==> config.mk <==
export PLATFORM = sky130hd
export DESIGN_NAME = doc_comment_tag_tokenizer_core
export DESIGN_NICKNAME = d
export VERILOG_FILES = /design/src/rtl/dctt_pkg.sv /design/src/rtl/doc_comment_tag_tokenizer_core.sv /design/src/rtl/dctt_front.sv /design/src/rtl/dctt_queue.sv /design/src/rtl/dctt_back.sv
export SDC_FILE = /design/constraint.sdc
export NUM_CORES = 1
export LEC_CHECK = 0
export ABC_AREA = 1
export BUFFER_PORTS_ARGS = -buffer_cell sky130_fd_sc_hd__buf_4
export CORE_ASPECT_RATIO = 1.1
export CORE_MARGIN = 4
export CORE_UTILIZATION = 45
export CTS_CLUSTER_SIZE = 12
export DETAILED_ROUTE_END_ITERATION = 10
export SLEW_MARGIN = 20
export SYNTH_ARGS = -nofsm -noshare
export SYNTH_HDL_FRONTEND = slang
export SYNTH_HIERARCHICAL = 1
export SYNTH_SLANG_ARGS = --single-unit
export TNS_END_PERCENT = 50
==> constraint.sdc <==
create_clock -name clk -period 5.29 [get_ports clk]
set_input_delay 0.7935 -clock clk [delete_from_list [all_inputs] [get_ports clk]]
set_output_delay 0.7935 -clock clk [all_outputs]
set_load 0.05 [all_outputs]
==> src/rtl/dctt_pkg.sv <==
// Shared types, codes and character helpers for the doc-comment tag tokenizer.
`timescale 1ns / 1ps

package dctt_pkg;

	localparam int CMD_W  = 2;
	localparam int CHAR_W = 8;
	localparam int KIND_W = 2;
	localparam int ROW_W  = 21;
	localparam int OFF_W  = 20;

	localparam logic [ROW_W-1:0] ROW_MAX = {ROW_W{1'b1}};

	localparam logic [CMD_W-1:0] CMD_CHAR = 2'd0;
	localparam logic [CMD_W-1:0] CMD_EOL  = 2'd1;
	localparam logic [CMD_W-1:0] CMD_EOB  = 2'd2;

	localparam logic [KIND_W-1:0] KIND_TAG = 2'd0;
	localparam logic [KIND_W-1:0] KIND_VAL = 2'd1;
	localparam logic [KIND_W-1:0] KIND_END = 2'd2;

	localparam logic [CHAR_W-1:0] CH_HASH  = 8'h23;
	localparam logic [CHAR_W-1:0] CH_QUOTE = 8'h27;
	localparam logic [CHAR_W-1:0] CH_AT    = 8'h40;
	localparam logic [CHAR_W-1:0] CH_NL    = 8'h0A;

	localparam int QDEPTH = 4;
	localparam int QPTR_W = 2;

	typedef enum logic [2:0] {
		PH_LEAD      = 3'd0,
		PH_HASH      = 3'd1,
		PH_NOTDOC    = 3'd2,
		PH_OPTWS     = 3'd3,
		PH_TEXTSTART = 3'd4,
		PH_TAG       = 3'd5,
		PH_TEXT      = 3'd6,
		PH_ATPEND    = 3'd7
	} phase_t;

	typedef struct packed {
		logic [KIND_W-1:0] kind;
		logic [CHAR_W-1:0] ch;
		logic [ROW_W-1:0]  row;
		logic              last;
	} result_t;

	typedef result_t [1:0] pair_t;

	// one accepted request's results; two = second slot in use
	typedef struct packed {
		logic  two;
		pair_t res;
	} group_t;

	function automatic logic is_space(input logic [CHAR_W-1:0] c);
		return (c == 8'h20) || (c >= 8'h09 && c <= 8'h0D);
	endfunction

	function automatic logic is_alnum(input logic [CHAR_W-1:0] c);
		return (c >= 8'h30 && c <= 8'h39) || (c >= 8'h41 && c <= 8'h5A) ||
			(c >= 8'h61 && c <= 8'h7A);
	endfunction

	function automatic result_t mk_res(input logic [KIND_W-1:0] kind,
			input logic [CHAR_W-1:0] ch, input logic [ROW_W-1:0] row);
		result_t r;
		r.kind = kind;
		r.ch   = ch;
		r.row  = row;
		r.last = 1'b0;
		return r;
	endfunction

	function automatic pair_t put_res(input pair_t p, input logic [1:0] n, input result_t x);
		pair_t o;
		o = p;
		if (n == 2'd0) begin
			o[0] = x;
		end else if (n == 2'd1) begin
			o[1] = x;
		end
		return o;
	endfunction

	function automatic logic [1:0] inc_n(input logic [1:0] n);
		return (n == 2'd2) ? n : n + 2'd1;
	endfunction

endpackage

==> src/rtl/doc_comment_tag_tokenizer_core.sv <==
// Top level of the doc-comment tag tokenizer: front end, group queue, output stage.
// Each result passes through the group queue and then the output register before it reaches the output.
// Throughput: one request per cycle while the group queue is not full; the output stage
// delivers one result per cycle while out_ready allows, so a request's two results leave one after the other.
// A four-group queue lets the front end keep accepting while the output is stalled.
// Reset (arst_n low, asynchronous): line state, counters and queue clear; line_offset = 0.
`timescale 1ns / 1ps

module doc_comment_tag_tokenizer_core #(
	parameter int LINE_INDEX_BITS = 16
) (
	input  logic                          clk,
	input  logic                          arst_n,
	input  logic                          cfg_wr_en,
	input  logic [dctt_pkg::OFF_W-1:0]    cfg_wr_data,
	input  logic                          in_valid,
	output logic                          in_ready,
	input  logic [dctt_pkg::CMD_W-1:0]    command,
	input  logic [dctt_pkg::CHAR_W-1:0]   in_char,
	output logic                          out_valid,
	input  logic                          out_ready,
	output logic [dctt_pkg::KIND_W-1:0]   kind,
	output logic [dctt_pkg::CHAR_W-1:0]   out_char,
	output logic [dctt_pkg::ROW_W-1:0]    row,
	output logic                          last
);

	logic             q_full;
	logic             q_push;
	logic             q_pop;
	logic             q_head_valid;
	dctt_pkg::group_t q_wr_data;
	dctt_pkg::group_t q_head;

	dctt_front #(
		.LINE_INDEX_BITS(LINE_INDEX_BITS)
	) u_front (
		.clk         (clk),
		.arst_n      (arst_n),
		.cfg_wr_en   (cfg_wr_en),
		.cfg_wr_data (cfg_wr_data),
		.in_valid    (in_valid),
		.in_ready    (in_ready),
		.command     (command),
		.in_char     (in_char),
		.q_full      (q_full),
		.q_push      (q_push),
		.q_data      (q_wr_data)
	);

	dctt_queue u_queue (
		.clk        (clk),
		.arst_n     (arst_n),
		.push       (q_push),
		.wr_data    (q_wr_data),
		.full       (q_full),
		.pop        (q_pop),
		.head_valid (q_head_valid),
		.head       (q_head)
	);

	dctt_back u_back (
		.clk        (clk),
		.arst_n     (arst_n),
		.head_valid (q_head_valid),
		.head       (q_head),
		.pop        (q_pop),
		.out_valid  (out_valid),
		.out_ready  (out_ready),
		.kind       (kind),
		.out_char   (out_char),
		.row        (row),
		.last       (last)
	);

endmodule

==> src/rtl/dctt_front.sv <==
// Front end: line/prefix state machine, classifies each request into 0..2 results.
`timescale 1ns / 1ps

module dctt_front #(
	parameter int LINE_INDEX_BITS = 16
) (
	input  logic                         clk,
	input  logic                         arst_n,
	input  logic                         cfg_wr_en,
	input  logic [dctt_pkg::OFF_W-1:0]   cfg_wr_data,
	input  logic                         in_valid,
	output logic                         in_ready,
	input  logic [dctt_pkg::CMD_W-1:0]   command,
	input  logic [dctt_pkg::CHAR_W-1:0]  in_char,
	input  logic                         q_full,
	output logic                         q_push,
	output dctt_pkg::group_t             q_data
);

	localparam int SUM_W = ((LINE_INDEX_BITS > dctt_pkg::OFF_W) ?
		LINE_INDEX_BITS : dctt_pkg::OFF_W) + 1;

	logic [dctt_pkg::OFF_W-1:0]   line_offset_q;
	dctt_pkg::phase_t             phase_q, ph;
	logic [LINE_INDEX_BITS-1:0]   line_index_q, li;
	logic [LINE_INDEX_BITS-1:0]   rec_start_q, rs;
	logic                         rec_open_q, ro;
	logic                         nl_pend_q, np;
	logic [1:0]                   n;
	dctt_pkg::pair_t              p;
	logic                         accept;

	function automatic logic [dctt_pkg::ROW_W-1:0] row_calc(
			input logic [dctt_pkg::OFF_W-1:0] off, input logic [LINE_INDEX_BITS-1:0] st);
		logic [SUM_W-1:0] sum;
		sum = SUM_W'(off) + SUM_W'(st);
		if (sum > SUM_W'(dctt_pkg::ROW_MAX)) begin
			return dctt_pkg::ROW_MAX;
		end
		return sum[dctt_pkg::ROW_W-1:0];
	endfunction

	assign in_ready = !q_full;
	assign accept   = in_valid && in_ready;

	always_comb begin
		ph = phase_q;
		li = line_index_q;
		rs = rec_start_q;
		ro = rec_open_q;
		np = nl_pend_q;
		n  = 2'd0;
		p  = '0;
		case (command)
			dctt_pkg::CMD_CHAR: begin
				case (ph)
					dctt_pkg::PH_LEAD: begin
						if (in_char == dctt_pkg::CH_HASH) begin
							ph = dctt_pkg::PH_HASH;
						end else if (!dctt_pkg::is_space(in_char)) begin
							ph = dctt_pkg::PH_NOTDOC;
						end
					end
					dctt_pkg::PH_HASH: begin
						if (in_char == dctt_pkg::CH_QUOTE) begin
							ph = dctt_pkg::PH_OPTWS;
						end else if (in_char != dctt_pkg::CH_HASH) begin
							ph = dctt_pkg::PH_NOTDOC;
						end
					end
					dctt_pkg::PH_OPTWS, dctt_pkg::PH_TEXTSTART: begin
						if (ph == dctt_pkg::PH_OPTWS && dctt_pkg::is_space(in_char)) begin
							ph = dctt_pkg::PH_TEXTSTART;
						end else if (in_char == dctt_pkg::CH_AT) begin
							if (ro) begin
								p = dctt_pkg::put_res(p, n, dctt_pkg::mk_res(
									dctt_pkg::KIND_END, '0, row_calc(line_offset_q, rs)));
								n = dctt_pkg::inc_n(n);
							end
							np = 1'b0;
							rs = li;
							ro = 1'b1;
							ph = dctt_pkg::PH_TAG;
						end else begin
							if (np) begin
								p = dctt_pkg::put_res(p, n, dctt_pkg::mk_res(
									dctt_pkg::KIND_VAL, dctt_pkg::CH_NL, '0));
								n = dctt_pkg::inc_n(n);
								np = 1'b0;
							end
							if (!ro) begin
								rs = li;
								ro = 1'b1;
							end
							ph = dctt_pkg::PH_TEXT;
							p = dctt_pkg::put_res(p, n, dctt_pkg::mk_res(
								dctt_pkg::KIND_VAL, in_char, '0));
							n = dctt_pkg::inc_n(n);
						end
					end
					dctt_pkg::PH_TAG: begin
						if (dctt_pkg::is_alnum(in_char)) begin
							p = dctt_pkg::put_res(p, n, dctt_pkg::mk_res(
								dctt_pkg::KIND_TAG, in_char, '0));
							n = dctt_pkg::inc_n(n);
						end else begin
							ph = dctt_pkg::PH_TEXT;
							if (!dctt_pkg::is_space(in_char)) begin
								if (in_char == dctt_pkg::CH_AT) begin
									ph = dctt_pkg::PH_ATPEND;
								end else begin
									p = dctt_pkg::put_res(p, n, dctt_pkg::mk_res(
										dctt_pkg::KIND_VAL, in_char, '0));
									n = dctt_pkg::inc_n(n);
								end
							end
						end
					end
					dctt_pkg::PH_TEXT: begin
						if (in_char == dctt_pkg::CH_AT) begin
							ph = dctt_pkg::PH_ATPEND;
						end else begin
							p = dctt_pkg::put_res(p, n, dctt_pkg::mk_res(
								dctt_pkg::KIND_VAL, in_char, '0));
							n = dctt_pkg::inc_n(n);
						end
					end
					dctt_pkg::PH_ATPEND: begin
						p = dctt_pkg::put_res(p, n, dctt_pkg::mk_res(
							dctt_pkg::KIND_VAL, dctt_pkg::CH_AT, '0));
						n = dctt_pkg::inc_n(n);
						ph = dctt_pkg::PH_TEXT;
						if (in_char != dctt_pkg::CH_AT) begin
							p = dctt_pkg::put_res(p, n, dctt_pkg::mk_res(
								dctt_pkg::KIND_VAL, in_char, '0));
							n = dctt_pkg::inc_n(n);
						end
					end
					default: begin
					end
				endcase
			end
			dctt_pkg::CMD_EOL, dctt_pkg::CMD_EOB: begin
				// complete the line's text first
				if (ph == dctt_pkg::PH_ATPEND) begin
					p = dctt_pkg::put_res(p, n, dctt_pkg::mk_res(
						dctt_pkg::KIND_VAL, dctt_pkg::CH_AT, '0));
					n = dctt_pkg::inc_n(n);
				end else if (ph == dctt_pkg::PH_OPTWS || ph == dctt_pkg::PH_TEXTSTART) begin
					if (np) begin
						p = dctt_pkg::put_res(p, n, dctt_pkg::mk_res(
							dctt_pkg::KIND_VAL, dctt_pkg::CH_NL, '0));
						n = dctt_pkg::inc_n(n);
						np = 1'b0;
					end
					if (!ro) begin
						rs = li;
						ro = 1'b1;
					end
				end
				if (command == dctt_pkg::CMD_EOL) begin
					if (ph != dctt_pkg::PH_LEAD && ph != dctt_pkg::PH_HASH &&
							ph != dctt_pkg::PH_NOTDOC) begin
						np = 1'b1;
					end
					if (li != {LINE_INDEX_BITS{1'b1}}) begin
						li = li + 1'b1;
					end
					ph = dctt_pkg::PH_LEAD;
				end else begin
					if (ro) begin
						p = dctt_pkg::put_res(p, n, dctt_pkg::mk_res(
							dctt_pkg::KIND_END, '0, row_calc(line_offset_q, rs)));
						n = dctt_pkg::inc_n(n);
					end
					ph = dctt_pkg::PH_LEAD;
					li = '0;
					rs = '0;
					ro = 1'b0;
					np = 1'b0;
				end
			end
			default: begin
			end
		endcase
		if (n == 2'd1) begin
			p[0].last = 1'b1;
		end else if (n == 2'd2) begin
			p[1].last = 1'b1;
		end
	end

	assign q_push     = accept && (n != 2'd0);
	assign q_data.two = (n == 2'd2);
	assign q_data.res = p;

	always_ff @(posedge clk or negedge arst_n) begin
		if (!arst_n) begin
			line_offset_q <= '0;
			phase_q       <= dctt_pkg::PH_LEAD;
			line_index_q  <= '0;
			rec_start_q   <= '0;
			rec_open_q    <= 1'b0;
			nl_pend_q     <= 1'b0;
		end else begin
			if (cfg_wr_en) begin
				line_offset_q <= cfg_wr_data;
			end
			if (accept) begin
				phase_q      <= ph;
				line_index_q <= li;
				rec_start_q  <= rs;
				rec_open_q   <= ro;
				nl_pend_q    <= np;
			end
		end
	end

endmodule

==> src/rtl/dctt_queue.sv <==
// Short queue of result groups between the front end and the output stage.
`timescale 1ns / 1ps

module dctt_queue (
	input  logic                  clk,
	input  logic                  arst_n,
	input  logic                  push,
	input  dctt_pkg::group_t      wr_data,
	output logic                  full,
	input  logic                  pop,
	output logic                  head_valid,
	output dctt_pkg::group_t      head
);

	dctt_pkg::group_t            mem [dctt_pkg::QDEPTH];
	logic [dctt_pkg::QPTR_W-1:0] wr_ptr_q;
	logic [dctt_pkg::QPTR_W-1:0] rd_ptr_q;
	logic [dctt_pkg::QPTR_W:0]   count_q;

	assign full       = (count_q == (dctt_pkg::QPTR_W+1)'(dctt_pkg::QDEPTH));
	assign head_valid = (count_q != '0);
	assign head       = mem[rd_ptr_q];

	always_ff @(posedge clk) begin
		if (push) begin
			mem[wr_ptr_q] <= wr_data;
		end
	end

	always_ff @(posedge clk or negedge arst_n) begin
		if (!arst_n) begin
			wr_ptr_q <= '0;
			rd_ptr_q <= '0;
			count_q  <= '0;
		end else begin
			if (push) begin
				wr_ptr_q <= wr_ptr_q + 1'b1;
			end
			if (pop) begin
				rd_ptr_q <= rd_ptr_q + 1'b1;
			end
			if (push && !pop) begin
				count_q <= count_q + 1'b1;
			end else if (pop && !push) begin
				count_q <= count_q - 1'b1;
			end
		end
	end

endmodule

==> src/rtl/dctt_back.sv <==
// Back end: unpacks result groups one result per cycle, unless held by out_ready, into the output register.
`timescale 1ns / 1ps

module dctt_back (
	input  logic                          clk,
	input  logic                          arst_n,
	input  logic                          head_valid,
	input  dctt_pkg::group_t              head,
	output logic                          pop,
	output logic                          out_valid,
	input  logic                          out_ready,
	output logic [dctt_pkg::KIND_W-1:0]   kind,
	output logic [dctt_pkg::CHAR_W-1:0]   out_char,
	output logic [dctt_pkg::ROW_W-1:0]    row,
	output logic                          last
);

	logic              sel_q;
	logic              valid_q;
	dctt_pkg::result_t res_q;
	dctt_pkg::result_t cur;
	logic              load;

	assign cur  = sel_q ? head.res[1] : head.res[0];
	assign load = head_valid && (!valid_q || out_ready);
	assign pop  = load && (sel_q || !head.two);

	always_ff @(posedge clk or negedge arst_n) begin
		if (!arst_n) begin
			sel_q   <= 1'b0;
			valid_q <= 1'b0;
		end else begin
			if (load) begin
				sel_q   <= !pop;
				valid_q <= 1'b1;
			end else if (out_ready) begin
				valid_q <= 1'b0;
			end
		end
	end

	always_ff @(posedge clk) begin
		if (load) begin
			res_q <= cur;
		end
	end

	assign out_valid = valid_q;
	assign kind      = res_q.kind;
	assign out_char  = res_q.ch;
	assign row       = res_q.row;
	assign last      = res_q.last;

endmodule

Word-level counts from Yosys, hierarchy flattened
Memory sizes are Yosys's and may differ from the RTL's.
Cells that the tools add are included.

word-level totals
  input bits = 35
  memory bits (writable) = 260
  memories kept = 1
  bits in read-only memories = 0
  latch bits = 0
  register bits after elaboration = 98

memories
  memory       depth  width  rd ports  clocked after Yosys merged registers in  write ports  line              RTL
  u_queue.mem  4      65     1         0                                        1            dctt_queue.sv:15  dctt_pkg::group_t mem [dctt_pkg::QDEPTH];

operators by class
  divide/modulo/power cells = 0
  bitwise operators = 0
  shift operators = 0
  $add $sub $neg = 9
  multiply operators = 0
  magnitude comparators = 10
  reduce and logical (&&, ||, !) cells = 40
  mux-type cells = 102
  equality and inequality tests = 34

operators by type and width
  kind                                                                                  number
  64-bit two-way mux                                                                    7
  64-bit one-hot mux with 4 select lines                                                1
  32-bit two-way mux                                                                    6
  16-bit two-way mux                                                                    10
  31-bit two-way mux                                                                    5
  64-bit one-hot mux with 2 select lines                                                1
  21-bit two-way mux                                                                    4
  63-bit two-way mux                                                                    1
  20-bit by 16-bit adder with 21-bit output                                             2
  21-bit > comparator (second input constant)                                           2
  1-bit two-way mux                                                                     34
  2-bit two-way mux                                                                     16
  16-bit one-hot mux with 2 select lines                                                1
  3-bit two-way mux                                                                     10
  8-bit by 6-bit == test with 1-bit output (second input constant)                      3
  3-bit one-hot mux with 6 select lines                                                 1
  16-bit by 1-bit adder with 16-bit output (second input constant)                      1
  8-bit by 7-bit greater-or-equal comparator with 1-bit output (second input constant)  2
  8-bit by 7-bit <= comparator with 1-bit output (second input constant)                2
  16-bit inequality test (second input constant)                                        1
  3-bit == test (second input constant)                                                 5
  1-bit logical AND                                                                     13
  2-bit by 1-bit adder with 2-bit output (second input constant)                        4
  2-bit by 1-bit == test with 1-bit output (second input constant)                      4
  other kinds (35)                                                                      59

Longest topological paths before layout
  depth in word-level cells = 19
  gate-level depth with buffers = 21
  mapped depth without buffers = 21

Cells and area by module
The synthesis kept the hierarchy.

modules (own cells, without submodules)
  module      times used  sequential area each (um2)  cells each  area an instance (um2)
  dctt_queue  1           7982.7                      807         11269.6
  dctt_front  1           1426.4                      1007        6478.7
  dctt_back   1           1011.0                      148         1519.0

Worst setup path after synthesis
No wires, ideal clock.

  path kind = input to register
  start point = in command[0] (netlist bit)
  end point = mem u_queue/mem[0][0] (netlist bit) (enable)
  setup slack = 1.285 ns
  cell stages on the path = 11
  data arrival time = 3.586 ns
  setup time = 0.419 ns
  data required time = 4.871 ns
  path through = inv_1 ha_1 inv_1 nor2_1 nand2_1 nor2_1 a21oi_2 a21oi_1 clkbuf_1 nand2_1 inv_1

on the way
  cells in the longest elaborated chain, start to end = 7
  elaborated cells on any way between the ends = 10
  classes of those cells = eq/ne: 2; mux: 4; reduce/logical: 4

RTL lines
  what                                                                       line                                  RTL
  start: declaration                                                         doc_comment_tag_tokenizer_core.sv:18  input logic [dctt_pkg::CMD_W-1:0] command,
  2-bit by 1-bit == test with 1-bit output or 2-bit == test (tied branches)  dctt_front.sv:54, dctt_front.sv:161
  2-bit two-way mux or 2-bit OR reduction (tied branches)                    dctt_front.sv:161, dctt_front.sv:54
  2-bit one-hot mux with 2 select lines *                                    dctt_front.sv:54                      case (command)
  2-bit nonzero test *                                                       dctt_front.sv:193                     assign q_push = accept && (n != 2'd0);
  1-bit logical AND *                                                        dctt_front.sv:193
  via q_push                                                                 doc_comment_tag_tokenizer_core.sv:29  logic q_push;
  1-bit two-way mux *                                                        dctt_queue.sv:25                      if (push) begin
  1-bit two-way mux (implied by the code) *                                  dctt_queue.sv:26                      mem[wr_ptr_q] <= wr_data;
  end: declaration                                                           dctt_queue.sv:15

The timed path passes the listed nets; every way through them passes the cells marked *.

==> flow_metrics.py <==
metrics = {
    "synth": {
        "synth_area_um2": 19300,
        "ys_async_sr_fraction_pct": 18.4,
        "yosysTopAreaCell": "edfxtp_1",
        "synth.net_count": 2045,
        "synth_cell_types": 54,
        "synthTopCellsByCount": "nand2_1, edfxtp_1, inv_1, o21ai_0, o211ai_2",
        "seq_area_frac_synth_pct": 54.1,
        "synth_flop_cell": "edfxtp_1",
        "yosys_warnings": 6,
        "synth.top_cell.area_share_pct": 45.5,
        "synth-seq-cells": 358,
        "synth_edf_count": 292,
        "synth_cells": 1962,
        "ys_top_cells_by_area": "edfxtp_1, nand2_1, dfrtp_1, inv_1, o211ai_2",
        "synth_area_per_cell_um2": 9.82,
        "synth.most_common_cell": "nand2_1",
    },
    "sta": {
        "fmax_mhz": 248,
        "skew_ps": 20.1,
        "hold_viol": 0,
        "slew-limit-headroom_pct": 34.1,
        "min_period_over_period_pct": 76.3,
        "finalCriticalPeriod_ps": 4040,
        "drv_slew": 0,
        "tightestPinTransition_ps": 989,
        "setup_tns_ps": 0,
        "rsz0062_at_grt": "no",
        "finalSetupViolCount": 0,
    },
    "power": {
        "p_leak_nw": 9.02,
        "peakVddDrop_uv": 270,
        "power_frac_seq_pct": 37.0,
        "switching_share_pct": 40.5,
        "p_int_mw": 6.19,
        "combPwrFrac_pct": 39.3,
        "power_mw": 10.4,
        "clkPwrFrac_pct": 23.7,
        "switchingPower_mw": 4.22,
        "powerDensity_nw_per_um2": 495,
    },
    "drt": {
        "drt_pass1_iterations": 5,
        "wl_per_cell_um": 17.7,
        "drtAntennaViolNets": 0,
        "drcViolationCount": 0,
        "vias": 13400,
        "drtIter0Drc": 985,
        "via_per_inst": 5.18,
        "routed_wl_um": 45800,
    },
    "final_layout": {
        "drive_gt1_share_pct": 14.8,
        "nets": 2082,
        "num_antenna_cells": 0,
        "area_delta_synth_final_pct": 9.24,
    },
    "worst_setup_path": {
        "slowest_stage": "inv_1",
        "path_cells": "inv_1 > o21ai_0 > o21ai_0 > ha_1 > a21oi_1 > nand2_1 > nand2_1 > nand3_1 > nand3_1 > nand2_1 > nand2_1 > nand3_1 > a21oi_1",
        "max_stage_delay_ps": 720,
        "arrival_ps": 4310,
        "crit_family": "compound AO/OA/AOI/OAI gates",
        "crit_path_max_fanout": 34,
        "worst_setup_path_start_kind": "flop",
        "cp_num_buf_inv": 1,
        "critPathRequiredTime_ps": 5570,
        "crit_top_cell": "nand2_1",
        "endpoint_kind": "flop",
        "critPathKind": "reg -> reg",
    },
    "global_route": {
        "overflow": 0,
        "grt_max_degree": 178,
        "grt_pass1_wl_um": 71700,
        "grt_pass1_vias": 12800,
        "grt.total_usage_pct": 19.8,
        "antenna_found_initial": 0,
    },
    "clock_network": {
        "cts.sinks": 358,
        "cts_hold_buffers": 0,
        "htreeDepth": 2,
        "clock_latency_ps": 560,
        "clkTransAtPathRegs_ps": 60,
        "cts_buffer_depth": 3,
        "postCtsResizedCells": 0,
        "cts.repair_timing.setup_buffer_count": 0,
        "cts_buffers": 39,
        "cts_tree": "done",
        "cts-root-buf": "clkbuf_16",
    },
    "die": {
        "fp.dieH_um": 225,
        "dieArea_um2": 46200,
        "die_w_um": 205,
        "core_area_um2": 42300,
        "io-pin-count": 69,
        "start_util_pct": 45.5,
        "rows": 79,
    },
    "run": {
        "maxCapViolCount": 0,
    },
    "run_status": {
        "outcome": "finished, final reports clean",
    },
    "placement": {
        "dpl.hpwl_um": 31200,
        "gp_congestion": 0.907,
        "port_buffers": 68,
    },
    "worst_hold_path": {
        "hold_class": "in -> async",
    },
}
## cell usage in the layout (no fill, tap or decap), types with 6 or more instances in the layout
cell / count
clkinv_2: 6
nand2_2: 25
clkbuf_1: 14
nand2_1: 553
o21ai_0: 80
inv_1: 264
nor2_1: 74
or2_2: 9
buf_4: 79
inv_2: 16
dfrtp_1: 63
o31ai_1: 12
o21ai_1: 24
xor2_1: 28
a32o_1: 16
nand4_1: 15
mux2_2: 15
o211ai_1: 59
a21o_1: 7
edfxtp_1: 292
clkbuf_16: 39
o211ai_2: 75
nand3_1: 67
a21oi_1: 65
ha_1: 44
nor3_1: 18
## path summary, 6_finish.rpt
check | start | to | slack, ps | cells after the start
max in group asynchronous | arst_n | u_queue/rd_ptr_q[1] | 4250 | 1
min in group clk | cfg_wr_data[17] | u_front/line_offset_q[17] | 450 | 3
worst min register to register | u_queue/count_q[2] | u_queue/count_q[2] | 490 | 2
worst min-delay path | arst_n | u_front/line_index_q[11] | 380 | 1
worst max register to register | u_front/rec_open_q | u_queue/mem[3][16] | 1250 | 13
worst max-delay path | u_front/rec_open_q | u_queue/mem[3][16] | 1250 | 13
## per-stage QoR
step	cell area [um^2]	setup WS (ps)	utilization [%]	hold WS, ps	cells
floorplan	19300	1290	-	442	1962
global placement	19900	932	47.1	474	2525
detailed placement	19900	825	47.1	471	2525
CTS	21000	1310	49.7	398	2591
global route	21000	852	49.8	429	2591
finish	21000	1250	49.8	377	2591
## logic make-up after synthesis
family / count (synthesis) / share of synthesized area, %
AND/OR/NAND/NOR: 788 / 17.4
buffers and inverters: 369 / 9.29
adder cells (fa/ha/maj): 48 / 3.23
AO/OA/AOI/OAI: 352 / 13.7
flip-flops: 358 / 54.1
XOR/XNOR: 32 / 1.45
multiplexers: 15 / 0.877
## area by class of cell
class | count | area (um^2)
timing repair buffer | 82 | 653
sequential | 358 | 10400
fill | 3949 | 21300
tap | 567 | 709
clock buffer | 55 | 1060
inverter | 283 | 1070
clock inverter | 11 | 73.8
multi-input combinational | 1235 | 7060
## routing by layer
| layer | track usage (%) | part of all wire, % |
|---|---|---|
| met1 | 28.0 | 46 |
| met2 | 31.6 | 46 |
| met3 | 3.28 | 4.9 |
| met4 | 6.16 | 2.9 |
| met5 | 0 | 0 |
## power groups by stage
stage | logic (mW) | registers [mW] | clock network, mW
final | 4.09 | 3.86 | 2.47
after detailed placement | 4.12 | 3.92 | 0
after floorplan | 3.02 | 4.15 | 0
after global placement | 4.08 | 3.91 | 0
after global routing | 4.55 | 3.90 | 2.64
after CTS | 4.13 | 3.87 | 2.54
## flip-flops by register name (all words and copies together) (netlist names), 3 cells and up
register,cells
u_back/out_char,8
u_front/line_offset_q,20
u_front/phase_q,3
u_front/line_index_q,16
u_queue/mem,260
u_queue/count_q,3
u_back/row,21
u_front/rec_start_q,16
Note: power is estimated with default switching activity, not from simulation.
